===== src/rtl/core/palette_gradient_color_map_core_macros.svh =====
// Assertion helpers for the palette gradient color map core
`ifndef PALETTE_GRADIENT_COLOR_MAP_CORE_MACROS_SVH
`define PALETTE_GRADIENT_COLOR_MAP_CORE_MACROS_SVH

`ifndef SYNTHESIS
// Same-cycle implication
`define PGCM_ASSERT_NOW(label, clk, rst, ante, cons, msg) \
   label: assert property (@(posedge clk) disable iff (rst) (ante) |-> (cons)) \
      else $error(msg);
// Next-cycle implication
`define PGCM_ASSERT_NEXT(label, clk, rst, ante, cons, msg) \
   label: assert property (@(posedge clk) disable iff (rst) (ante) |=> (cons)) \
      else $error(msg);
`else
`define PGCM_ASSERT_NOW(label, clk, rst, ante, cons, msg)
`define PGCM_ASSERT_NEXT(label, clk, rst, ante, cons, msg)
`endif

`endif


===== src/rtl/core/pgcm_pkg.sv =====
`default_nettype none

package pgcm_pkg;

   localparam int POS_WIDTH         = 18;
   localparam int PAL_WIDTH         = 3;
   localparam int CHAN_WIDTH        = 8;
   localparam int IDX_WIDTH         = 3;
   localparam int FRAC_BITS_DEFAULT = 16;

   // Palette codes
   localparam logic [PAL_WIDTH-1:0] PAL_RED     = 3'd0;
   localparam logic [PAL_WIDTH-1:0] PAL_BLUE    = 3'd1;
   localparam logic [PAL_WIDTH-1:0] PAL_ORANGE  = 3'd2;
   localparam logic [PAL_WIDTH-1:0] PAL_GREEN   = 3'd3;
   localparam logic [PAL_WIDTH-1:0] PAL_PURPLE  = 3'd4;
   localparam logic [PAL_WIDTH-1:0] PAL_RAINBOW = 3'd5;

   // Stage enables handed to the per-channel blend pipeline
   typedef struct packed {
      logic mul_en;
      logic sum_en;
   } pgcm_adv_type;

   // Map unused codes onto the red palette
   function automatic logic [PAL_WIDTH-1:0] pal_resolve(input logic [PAL_WIDTH-1:0] pal);
      logic [PAL_WIDTH-1:0] res;
      case (pal)
         PAL_RED, PAL_BLUE, PAL_ORANGE, PAL_GREEN, PAL_PURPLE, PAL_RAINBOW: res = pal;
         default: res = PAL_RED;
      endcase
      return res;
   endfunction

   // Index of the last stop (stop count minus one)
   function automatic logic [IDX_WIDTH-1:0] pal_last(input logic [PAL_WIDTH-1:0] pal);
      logic [IDX_WIDTH-1:0] res;
      case (pal)
         PAL_RAINBOW: res = 3'd5;
         default:     res = 3'd2;
      endcase
      return res;
   endfunction

   // Stop color as {red, green, blue}
   function automatic logic [3*CHAN_WIDTH-1:0] stop_color(input logic [PAL_WIDTH-1:0] pal,
                                                           input logic [IDX_WIDTH-1:0] idx);
      logic [3*CHAN_WIDTH-1:0] res;
      res = '0;
      case (pal)
         PAL_BLUE: begin
            case (idx)
               3'd0:    res = {8'd40, 8'd60, 8'd200};
               3'd1:    res = {8'd60, 8'd120, 8'd255};
               default: res = {8'd20, 8'd30, 8'd140};
            endcase
         end
         PAL_ORANGE: begin
            case (idx)
               3'd0:    res = {8'd255, 8'd120, 8'd40};
               3'd1:    res = {8'd255, 8'd160, 8'd60};
               default: res = {8'd220, 8'd90, 8'd20};
            endcase
         end
         PAL_GREEN: begin
            case (idx)
               3'd0:    res = {8'd30, 8'd180, 8'd90};
               3'd1:    res = {8'd60, 8'd220, 8'd140};
               default: res = {8'd20, 8'd120, 8'd60};
            endcase
         end
         PAL_PURPLE: begin
            case (idx)
               3'd0:    res = {8'd160, 8'd60, 8'd220};
               3'd1:    res = {8'd200, 8'd120, 8'd255};
               default: res = {8'd100, 8'd40, 8'd180};
            endcase
         end
         PAL_RAINBOW: begin
            case (idx)
               3'd0:    res = {8'd255, 8'd50, 8'd50};
               3'd1:    res = {8'd255, 8'd150, 8'd50};
               3'd2:    res = {8'd255, 8'd255, 8'd50};
               3'd3:    res = {8'd50, 8'd255, 8'd50};
               3'd4:    res = {8'd50, 8'd150, 8'd255};
               default: res = {8'd160, 8'd50, 8'd255};
            endcase
         end
         default: begin
            case (idx)
               3'd0:    res = {8'd220, 8'd40, 8'd50};
               3'd1:    res = {8'd255, 8'd60, 8'd60};
               default: res = {8'd200, 8'd20, 8'd30};
            endcase
         end
      endcase
      return res;
   endfunction

endpackage

`default_nettype wire


===== src/rtl/core/pgcm_lerp.sv =====
`default_nettype none

// One color channel: weight both stops, then sum, round and narrow
module pgcm_lerp #(
   parameter int FRAC_BITS = pgcm_pkg::FRAC_BITS_DEFAULT
) (
   input  wire logic                            clock,
   input  wire pgcm_pkg::pgcm_adv_type          adv,
   input  wire logic [pgcm_pkg::CHAN_WIDTH-1:0] stop_a,
   input  wire logic [pgcm_pkg::CHAN_WIDTH-1:0] stop_b,
   input  wire logic [FRAC_BITS-1:0]            frac,
   output logic      [pgcm_pkg::CHAN_WIDTH-1:0] chan
);
   import pgcm_pkg::*;

   localparam int WA_WIDTH  = FRAC_BITS + 1;
   localparam int PA_WIDTH  = CHAN_WIDTH + WA_WIDTH;
   localparam int PB_WIDTH  = CHAN_WIDTH + FRAC_BITS;
   localparam int SUM_WIDTH = CHAN_WIDTH + FRAC_BITS + 1;

   logic [WA_WIDTH-1:0]   weight_a;
   logic [PA_WIDTH-1:0]   prod_a_in, prod_a_ff;
   logic [PB_WIDTH-1:0]   prod_b_in, prod_b_ff;
   logic [SUM_WIDTH-1:0]  sum;
   logic [CHAN_WIDTH-1:0] chan_in, chan_ff;

   // Weight each stop by its share of the fraction
   always_comb begin
      weight_a  = (WA_WIDTH'(1) << FRAC_BITS) - WA_WIDTH'(frac);
      prod_a_in = PA_WIDTH'(stop_a) * PA_WIDTH'(weight_a);
      prod_b_in = PB_WIDTH'(stop_b) * PB_WIDTH'(frac);
   end

   // Add the products with a half for round half up, keep the integer part
   always_comb begin
      sum = SUM_WIDTH'(prod_a_ff) + SUM_WIDTH'(prod_b_ff)
            + (SUM_WIDTH'(1) << (FRAC_BITS - 1));
      chan_in = sum[FRAC_BITS +: CHAN_WIDTH];
   end

   // Advance the two stages
   always_ff @(posedge clock) begin
      if (adv.mul_en) begin
         prod_a_ff <= prod_a_in;
         prod_b_ff <= prod_b_in;
      end
      if (adv.sum_en) begin
         chan_ff <= chan_in;
      end
   end

   assign chan = chan_ff;

endmodule

`default_nettype wire


===== src/rtl/core/palette_gradient_color_map_core.sv =====
// Palette gradient color map core.
// Request channel: req_valid / req_stall with req_position, a signed fixed-point
// position (FRAC_BITS fraction bits) clamped to 0..1.0. Response channel:
// rsp_valid / rsp_stall with rsp_red, rsp_green, rsp_blue. A transaction moves
// at a clock edge with valid high and stall low.
// The palette is written through csr_wr_en / csr_wr_data; write it only while
// no transaction is in flight. Codes 6 and 7 select the red palette.
// From request to response the stages are clamp, scale by the stop
// count, stop lookup, channel multiply, sum and round. One transaction is
// accepted per clock while req_stall is low; the multiply stage holds two
// products per channel, 8 x (FRAC_BITS+1) and 8 x FRAC_BITS bits.
// When rsp_stall is high, the response holds and the stages behind it keep
// filling bubbles; req_stall rises only once all five stages are occupied.
// Reset clears all stage valid bits and selects the red palette.
`default_nettype none

`include "palette_gradient_color_map_core_macros.svh"

module palette_gradient_color_map_core #(
   parameter int FRAC_BITS = pgcm_pkg::FRAC_BITS_DEFAULT
) (
   input  wire logic                                  clock,
   input  wire logic                                  reset,
   input  wire logic                                  req_valid,
   output logic                                       req_stall,
   input  wire logic signed [pgcm_pkg::POS_WIDTH-1:0] req_position,
   output logic                                       rsp_valid,
   input  wire logic                                  rsp_stall,
   output logic             [pgcm_pkg::CHAN_WIDTH-1:0] rsp_red,
   output logic             [pgcm_pkg::CHAN_WIDTH-1:0] rsp_green,
   output logic             [pgcm_pkg::CHAN_WIDTH-1:0] rsp_blue,
   input  wire logic                                  csr_wr_en,
   input  wire logic        [pgcm_pkg::PAL_WIDTH-1:0]  csr_wr_data
);
   import pgcm_pkg::*;

   localparam int PW = FRAC_BITS + 1;
   localparam int FW = FRAC_BITS + IDX_WIDTH;
   localparam int CW = (FRAC_BITS + 1 > POS_WIDTH - 1) ? FRAC_BITS + 1 : POS_WIDTH - 1;

   // Stage valid bits and ready chain
   logic s1_valid_ff, s2_valid_ff, s3_valid_ff, s4_valid_ff, s5_valid_ff;
   logic rdy1, rdy2, rdy3, rdy4, rdy5;

   logic [PAL_WIDTH-1:0] palette_ff;

   logic [CW-1:0]        raw_ext, one_ext, pos_clamp;
   logic [PW-1:0]        s1_pos_ff;
   logic [PAL_WIDTH-1:0] s1_pal_ff;

   logic [FW-1:0]        s2_f_in, s2_f_ff;
   logic [PAL_WIDTH-1:0] s2_pal_ff;

   logic [IDX_WIDTH-1:0]    last, idx_raw, idx, nxt;
   logic [FRAC_BITS-1:0]    frac_in;
   logic [3*CHAN_WIDTH-1:0] s3_a_ff, s3_b_ff;
   logic [FRAC_BITS-1:0]    s3_frac_ff;

   pgcm_adv_type adv;

   // Ready chain: a stage loads when it is empty or its contents move on
   always_comb begin
      rdy5 = !s5_valid_ff || !rsp_stall;
      rdy4 = !s4_valid_ff || rdy5;
      rdy3 = !s3_valid_ff || rdy4;
      rdy2 = !s2_valid_ff || rdy3;
      rdy1 = !s1_valid_ff || rdy2;
   end

   assign req_stall  = !rdy1;
   assign rsp_valid  = s5_valid_ff;
   assign adv.mul_en = rdy4;
   assign adv.sum_en = rdy5;

   // Advance valid bits
   always_ff @(posedge clock) begin
      if (reset) begin
         s1_valid_ff <= 1'b0;
         s2_valid_ff <= 1'b0;
         s3_valid_ff <= 1'b0;
         s4_valid_ff <= 1'b0;
         s5_valid_ff <= 1'b0;
      end else begin
         if (rdy1) s1_valid_ff <= req_valid;
         if (rdy2) s2_valid_ff <= s1_valid_ff;
         if (rdy3) s3_valid_ff <= s2_valid_ff;
         if (rdy4) s4_valid_ff <= s3_valid_ff;
         if (rdy5) s5_valid_ff <= s4_valid_ff;
      end
   end

   // Palette register
   always_ff @(posedge clock) begin
      if (reset) begin
         palette_ff <= PAL_RED;
      end else if (csr_wr_en) begin
         palette_ff <= csr_wr_data;
      end
   end

   // Stage 1: clamp the position to 0..1.0
   always_comb begin
      raw_ext = CW'(req_position[POS_WIDTH-2:0]);
      one_ext = CW'(1) << FRAC_BITS;
      if (req_position[POS_WIDTH-1]) begin
         pos_clamp = '0;
      end else if (raw_ext > one_ext) begin
         pos_clamp = one_ext;
      end else begin
         pos_clamp = raw_ext;
      end
   end

   // Stage 2: scale by the stop count minus one (two or five)
   always_comb begin
      if (s1_pal_ff == PAL_RAINBOW) begin
         s2_f_in = (FW'(s1_pos_ff) << 2) + FW'(s1_pos_ff);
      end else begin
         s2_f_in = FW'(s1_pos_ff) << 1;
      end
   end

   // Stage 3: split into stop index and fraction, saturate at the last stop
   always_comb begin
      last    = pal_last(s2_pal_ff);
      idx_raw = s2_f_ff[FRAC_BITS +: IDX_WIDTH];
      if (idx_raw >= last) begin
         idx     = last;
         frac_in = '0;
         nxt     = last;
      end else begin
         idx     = idx_raw;
         frac_in = s2_f_ff[FRAC_BITS-1:0];
         nxt     = idx_raw + 3'd1;
      end
   end

   // Hold payload per stage
   always_ff @(posedge clock) begin
      if (rdy1) begin
         s1_pos_ff <= PW'(pos_clamp);
         s1_pal_ff <= pal_resolve(palette_ff);
      end
      if (rdy2) begin
         s2_f_ff   <= s2_f_in;
         s2_pal_ff <= s1_pal_ff;
      end
      if (rdy3) begin
         s3_a_ff    <= stop_color(s2_pal_ff, idx);
         s3_b_ff    <= stop_color(s2_pal_ff, nxt);
         s3_frac_ff <= frac_in;
      end
   end

   // Stages 4 and 5: blend each channel
   pgcm_lerp #(.FRAC_BITS(FRAC_BITS)) u_lerp_red (
      .clock  (clock),
      .adv    (adv),
      .stop_a (s3_a_ff[2*CHAN_WIDTH +: CHAN_WIDTH]),
      .stop_b (s3_b_ff[2*CHAN_WIDTH +: CHAN_WIDTH]),
      .frac   (s3_frac_ff),
      .chan   (rsp_red)
   );

   pgcm_lerp #(.FRAC_BITS(FRAC_BITS)) u_lerp_green (
      .clock  (clock),
      .adv    (adv),
      .stop_a (s3_a_ff[CHAN_WIDTH +: CHAN_WIDTH]),
      .stop_b (s3_b_ff[CHAN_WIDTH +: CHAN_WIDTH]),
      .frac   (s3_frac_ff),
      .chan   (rsp_green)
   );

   pgcm_lerp #(.FRAC_BITS(FRAC_BITS)) u_lerp_blue (
      .clock  (clock),
      .adv    (adv),
      .stop_a (s3_a_ff[0 +: CHAN_WIDTH]),
      .stop_b (s3_b_ff[0 +: CHAN_WIDTH]),
      .frac   (s3_frac_ff),
      .chan   (rsp_blue)
   );

   // Checks
   `PGCM_ASSERT_NOW(a_stall_only_when_full, clock, reset, req_stall,
      s1_valid_ff && s2_valid_ff && s3_valid_ff && s4_valid_ff && s5_valid_ff && rsp_stall,
      "request stalled while the pipeline has a free stage")
   `PGCM_ASSERT_NOW(a_scaled_in_range, clock, reset, s2_valid_ff,
      s2_f_ff[FRAC_BITS +: IDX_WIDTH] <= pal_last(s2_pal_ff),
      "scaled position beyond the last stop")
   `PGCM_ASSERT_NEXT(a_item_moves_on, clock, reset, s4_valid_ff && rdy5,
      s5_valid_ff, "item lost between multiply and sum stages")

endmodule

`default_nettype wire


===== config.mk =====
export PLATFORM = sky130hd
export DESIGN_NAME = palette_gradient_color_map_core
export DESIGN_NICKNAME = d
export VERILOG_FILES = /design/src/rtl/core/pgcm_pkg.sv /design/src/rtl/core/pgcm_lerp.sv /design/src/rtl/core/palette_gradient_color_map_core.sv
export VERILOG_INCLUDE_DIRS = /design/src /design/src/rtl/core
export SDC_FILE = /design/constraint.sdc
export NUM_CORES = 2
export LEC_CHECK = 0
export ABC_AREA = 1
export BUFFER_PORTS_ARGS = -buffer_cell sky130_fd_sc_hd__buf_2
export CAP_MARGIN = 20
export CORE_UTILIZATION = 45
export DETAILED_ROUTE_END_ITERATION = 8
export HOLD_SLACK_MARGIN = 0.08
export PLACE_DENSITY = 0.64
export SYNTH_ARGS = -nofsm -noshare
export SYNTH_HDL_FRONTEND = slang
export SYNTH_SLANG_ARGS = --single-unit

===== constraint.sdc =====
create_clock -name clock -period 16.85 [get_ports clock]
set_input_delay 5.055 -clock clock [delete_from_list [all_inputs] [get_ports clock]]
set_output_delay 5.055 -clock clock [all_outputs]
set_load 0.1 [all_outputs]

; After elaboration in Yosys (flattened, before gate mapping)
; Cells that the tools add are included.
[totals]
regBits = 282
word_cells = 96
[classes]
n_addsub = 9
multipliers = 6
n_lt_le_gt_ge = 2
n_eq_ne = 19
muxes = 19
reduce_logical = 17
[ops]
columns = operator, n
row1 = $pmux W24 S5, 4
row2 = $pmux W22 S2, 8
row3 = $pmux W24 S2, 2
row4 = $add A24 B16 Y24 const B, 3
row5 = $add A24 B24 Y24, 3
row6 = $mul A8 B16 Y24, 3
row7 = $mul A8 B17 Y24, 3
row8 = $eq A3 B2 Y1 const B, 8
row9 = $eq A3 B3 Y1 const B, 7
row10 = $add A19 B17 Y19, 1
row11 = $mux W18, 1
row12 = $gt A17 B17 Y1 const B, 1
row13 = $mux W17, 1
row14 = $sub A17 B16 Y17 const A, 1
row15 = $eq A3 B1 Y1 const B, 4
row16 = $logic_not A3 Y1, 3
row17 = $mux W3, 3
row18 = $logic_not A1 Y1, 7
row19 = $reduce_or A6 Y1, 1
row20 = $logic_or A1 B1 Y1, 5
row21 = $add A3 B1 Y3 const B, 1
row22 = $ge A3 B3 Y1, 1
row23 = $reduce_or A2 Y1, 1

; Logic depth before layout (Yosys ltp)
[logic_depth]
ltp_word = 7
ltp_mapped = 30
mapped_depth_nobuf = 28

; Modules after synthesis
; A second synthesis with hierarchy kept.
[hier_totals]
cells_unflattened = 5562
hier_area_um2 = 42975.0
[modules_own_cells]
columns = mod, instances, cells_each, area_each_um2
row1 = pgcm_lerp (u_lerp_green), 1, 1664, 12435.7
row2 = pgcm_lerp (u_lerp_blue), 1, 1622, 12187.9
row3 = pgcm_lerp (u_lerp_red), 1, 1592, 12116.6
row4 = palette_gradient_color_map_core, 1, 684, 6234.7

; Worst setup path after synthesis
; Ideal clock, no wire load.
[synth_timing]
path_kind = input -> output
start = in rsp_stall
end = out req_stall
t_arrival_ns = 11.192
slack_ns = 0.603
cell_stages = 8
path_cell_list = nand2_1 -> nor2_1 -> inv_1 -> nor2_1 -> inv_1 -> nor2_1 -> inv_1 -> nor2_1
[synth_via]
elab_chain_len = 7
[synth_rtl]
columns = element, line
row1 = "start, declared", palette_gradient_color_map_core.sv:28  ; input wire logic rsp_stall,
row2 = $logic_not A1 Y1, palette_gradient_color_map_core.sv:63  ; rdy5 = !s5_valid_ff || !rsp_stall;
row3 = $logic_or A1 B1 Y1, palette_gradient_color_map_core.sv:63
row4 = $logic_or A1 B1 Y1, palette_gradient_color_map_core.sv:64  ; rdy4 = !s4_valid_ff || rdy5;
row5 = net rdy4, palette_gradient_color_map_core.sv:43  ; logic rdy1, rdy2, rdy3, rdy4, rdy5;
row6 = $logic_or A1 B1 Y1, palette_gradient_color_map_core.sv:65  ; rdy3 = !s3_valid_ff || rdy4;
row7 = net rdy3, palette_gradient_color_map_core.sv:43
row8 = $logic_or A1 B1 Y1, palette_gradient_color_map_core.sv:66  ; rdy2 = !s2_valid_ff || rdy3;
row9 = net rdy2, palette_gradient_color_map_core.sv:43
row10 = $logic_or A1 B1 Y1, palette_gradient_color_map_core.sv:67  ; rdy1 = !s1_valid_ff || rdy2;
row11 = $logic_not A1 Y1, palette_gradient_color_map_core.sv:70  ; assign req_stall = !rdy1;
row12 = "end, declared", palette_gradient_color_map_core.sv:25  ; output logic req_stall,
; The timed path passes the listed nets, and every way through them passes these cells.

; Worst setup path after layout
[layout_timing]
start = in rsp_stall
end = out req_stall
[layout_via]
elab_chain_len = 7
[layout_rtl]
columns = element, line
row1 = $logic_not A1 Y1, palette_gradient_color_map_core.sv:63
row2 = $logic_or A1 B1 Y1, palette_gradient_color_map_core.sv:63
row3 = net rdy5, palette_gradient_color_map_core.sv:43
row4 = $logic_or A1 B1 Y1, palette_gradient_color_map_core.sv:64
row5 = net rdy4, palette_gradient_color_map_core.sv:43
row6 = $logic_or A1 B1 Y1, palette_gradient_color_map_core.sv:65
row7 = net rdy3, palette_gradient_color_map_core.sv:43
row8 = $logic_or A1 B1 Y1, palette_gradient_color_map_core.sv:66
row9 = net rdy2, palette_gradient_color_map_core.sv:43
row10 = $logic_or A1 B1 Y1, palette_gradient_color_map_core.sv:67
row11 = $logic_not A1 Y1, palette_gradient_color_map_core.sv:70
; The timed path passes the listed nets, and every way through them passes these cells.

==> flow_summary.toml <==
[critical_path]
critical_path.startpoint_type = "input pin"
cp.arrival_ns = 7.82
path_common_cell = "nor2_1"
worstPathMaxFanout = 97
path_depth = 11
critPathKind = "input pin to output port"
cp_top_family = "buffers and inverters"
cp_cell_sequence = "buf_2, nand2_1, buf_4, nor2_1, inv_6, nor2_1, inv_2, nor2_1, inv_1, nor2_1, buf_2"
slowest_stage = "inv_6"
required_ns = 11.79
rr_worst_depth = 19
slowest_delay_ns = 0.64
timing.critical_path.buf_inv = 6
end_kind = "output port"

[yosys]
yosys.cell_types.count = 54
yosysSeqAreaShare = 0.2070
synth_top_family_by_area = "adder cells"
syn_area_per_cell_um2 = 8.174
ys.flop_type = "edfxtp_1"
synth_seq_cells = 282
yosys_warnings = 0
synthCells = 4957
syn_area_mm2 = 0.04052
synth_simple_gate_area_frac = 0.1905
synthAdderAreaFrac = 0.3841
yosys.area_share.xor_xnor = 0.03545
synth-async-reset-ratio = 0
synthMuxAreaShare = 0
synth_compound_area_frac = 0.07189
synth_fp_nets = 5915
synth-edff-count = 274

[place]
dp_cells = 6037
portBuffers = 51
placed_area_mm2 = 0.04178
routabilityCongestion = 0.9396
hpwl_um = 82500

[grt]
grt_pass1_vias = 33070
overflow = 0
antenna_found_initial = 0
grt_pass1_wl_um = 173600
track_usage = 0.2393
grt_max_degree = 98

[power]
p_clk_frac = 0.116
leakagePower_uw = 0.02248
ir_drop_mv = 0.2515
powerDensity_mw_per_mm2 = 161.2
p_int_uw = 3266
seqPwrFrac = 0.181
p_comb_frac = 0.703
p_sw_frac = 0.5295
power.switching_uw = 3675

[timing]
max_freq_mhz = 77.65
fin_crit_sh = 0.7643
setup_viol_count_final = 0
period_needed_ns = 12.88
setup_tns_ns = 0
fin_skew_ns = 0.03506
rsz0062_at_grt = "false"
hold_violations = 0
max_slew.worst_pin.slew_ns = 1.160
whs_ns = 0.4471
slew_headroom = 0.2248
maxSlewViolCount = 0

[routing]
drt-total-wl_um = 105000
first_pass_iters = 7
drt_iter0_drc = 2021
via_per_inst = 5.226
post-route-drc-count = 4
wl_per_cell_um = 17.20
via_count = 31900
ant_nets = 0

[clock_tree]
clk_latency_ns = 0.58
postCtsHoldBufs = 0
clk_pin_slew_ns = 0.06
cts_setup_buffers = 0
cts_buffers = 35
cts_tree = "yes"
clockBufferDepth = 3
htree_levels = 2
cts_root_buf = "clkbuf_16"
cts.sinks = 282
post_cts_resized = 0

[status]
status = "finished with violations"
violations = "DRC"

[floorplanning]
core_area_mm2 = 0.08878
ios = 52
die_area_mm2 = 0.09125
fp.dieH_um = 302.1
rows = 109
die_x_um = 302.1
start_util = 0.4564

[cells_and_area]
antenna_cells = 0
area_delta_synth_final_pct = 6.256
layout_common_cells = "nand2_1, inv_1, nor2_1"
nets = 5870
finish.instance_area_mm2 = 0.04305
layout.cells.non_filler = 6104
drive_gt1_frac = 0.03887
mostFrequentLayoutCell = "nand2_1"

[hold_path]
min_path_type = "flip-flop to flip-flop"
hold_depth = 0

[job]
cap_violations = 0
cell usage after synthesis, types with 2 or more instances:
library cell  number  area (µm²)
nand2_2            6       37.54
nand4_1           47       294.0
buf_6              3       33.78
nor2_4            13       146.4
a21boi_0           5       37.54
nand2_8            2       40.04
a31oi_1           13       81.33
inv_1            996        3739
nor3_2             2       20.02
a21o_1            34       255.2
nor2_1           551        2068
o31ai_1            7       52.55
nor3_1            42       210.2
o21bai_1          16       120.1
clkbuf_1         133       499.2
clkinv_1           4       15.01
dfxtp_1            8       160.2
o21ai_0          169       845.8
o2111ai_1          3       26.28
nor4_1            23       143.9
buf_2             19       95.09
nand2_1         1005        3772
edfxtp_1         274        8228
o21a_1             3       22.52
ha_1             412        5155
nor2_2             3       18.77
nand3_1          150       750.7
buf_1              9       33.78
o211ai_1          11       82.58
nand3b_1          10       75.07
fa_1             520       10410
o21ai_1            5       25.02
a211oi_1           7       52.55
and2_1             5       31.28
a41oi_1            2       17.52
xor2_1           102       893.4
a21oi_1          254        1271
nand2_4            2       22.52
inv_2             10       37.54
or2_2              2       12.51
xnor2_1           62       543.0
metal layers:
layer	GRT usage	up-vias	wire length, µm
li1	-	15360	-
met1	0.3234	15590	47430
met2	0.4076	814	49910
met3	0.02521	143	4834
met4	0.06518	0	2826
met5	0	-	0
per-stage QoR:
step | setup WS, ns | util | total power (µW)
3_3_place_gp | 3.830 | 0.4705 | 6093
4_1_cts | 3.834 | 0.4844 | 6954
2_1_floorplan | 0.6029 | - | 4762
6_report | 3.972 | 0.4849 | 6941
3_5_place_dp | 3.866 | 0.4705 | 6090
5_1_grt | 3.637 | 0.4849 | 7627
flip-flops by register name (all words and copies together) (netlist names), 24 cells and up:
| name | count |
|---|---|
| u_lerp_blue.prod_b_ff | 24 |
| u_lerp_blue.prod_a_ff | 24 |
| u_lerp_red.prod_a_ff | 24 |
| s3_a_ff | 24 |
| u_lerp_green.prod_b_ff | 24 |
| u_lerp_green.prod_a_ff | 24 |
| u_lerp_red.prod_b_ff | 24 |
| s3_b_ff | 24 |
power by group through the flow:
| stage | sequential [µW] | combinational [µW] | clock (µW) |
|---|---|---|---|
| floorplan | 1390 | 3370 | 0 |
| global placement | 1270 | 4820 | 0 |
| detailed placement | 1280 | 4810 | 0 |
| CTS | 1260 | 4870 | 824 |
| global route | 1280 | 5510 | 846 |
| finish | 1260 | 4880 | 803 |
path summary, 6_finish.rpt:
| check | startpoint | to | slack (ns) |
|---|---|---|---|
| worst max-delay path | rsp_stall | req_stall | 3.97 |
| worst min-delay path | s1_pal_ff[1] | s2_pal_ff[1] | 0.45 |
| worst max register to register | s3_frac_ff[1] | u_lerp_red.prod_a_ff[19] | 9.95 |
| worst min register to register | s1_pal_ff[1] | s2_pal_ff[1] | 0.45 |
kinds of logic (layout without fill, tap and decap cells):
kind of cell | after synthesis | in the layout
AND/OR/NAND/NOR | 1868 | 1868
buffers and inverters | 1179 | 1161
adder cells (fa/ha/maj) | 932 | 932
AO/OA/AOI/OAI | 532 | 532
flip-flops | 282 | 282
XOR/XNOR | 164 | 164
final cells by class:
type / count / area (µm²)
tap: 1165 / 1458
timing repair buffer: 85 / 538.0
fill: 8659 / 45730
multi-input combinational: 3496 / 27630
sequential: 282 / 8388
inverter: 1012 / 3810
clock inverter: 20 / 247.7
clock buffer: 44 / 980.9
No activity file was read; power rests on OpenSTA's default activity.
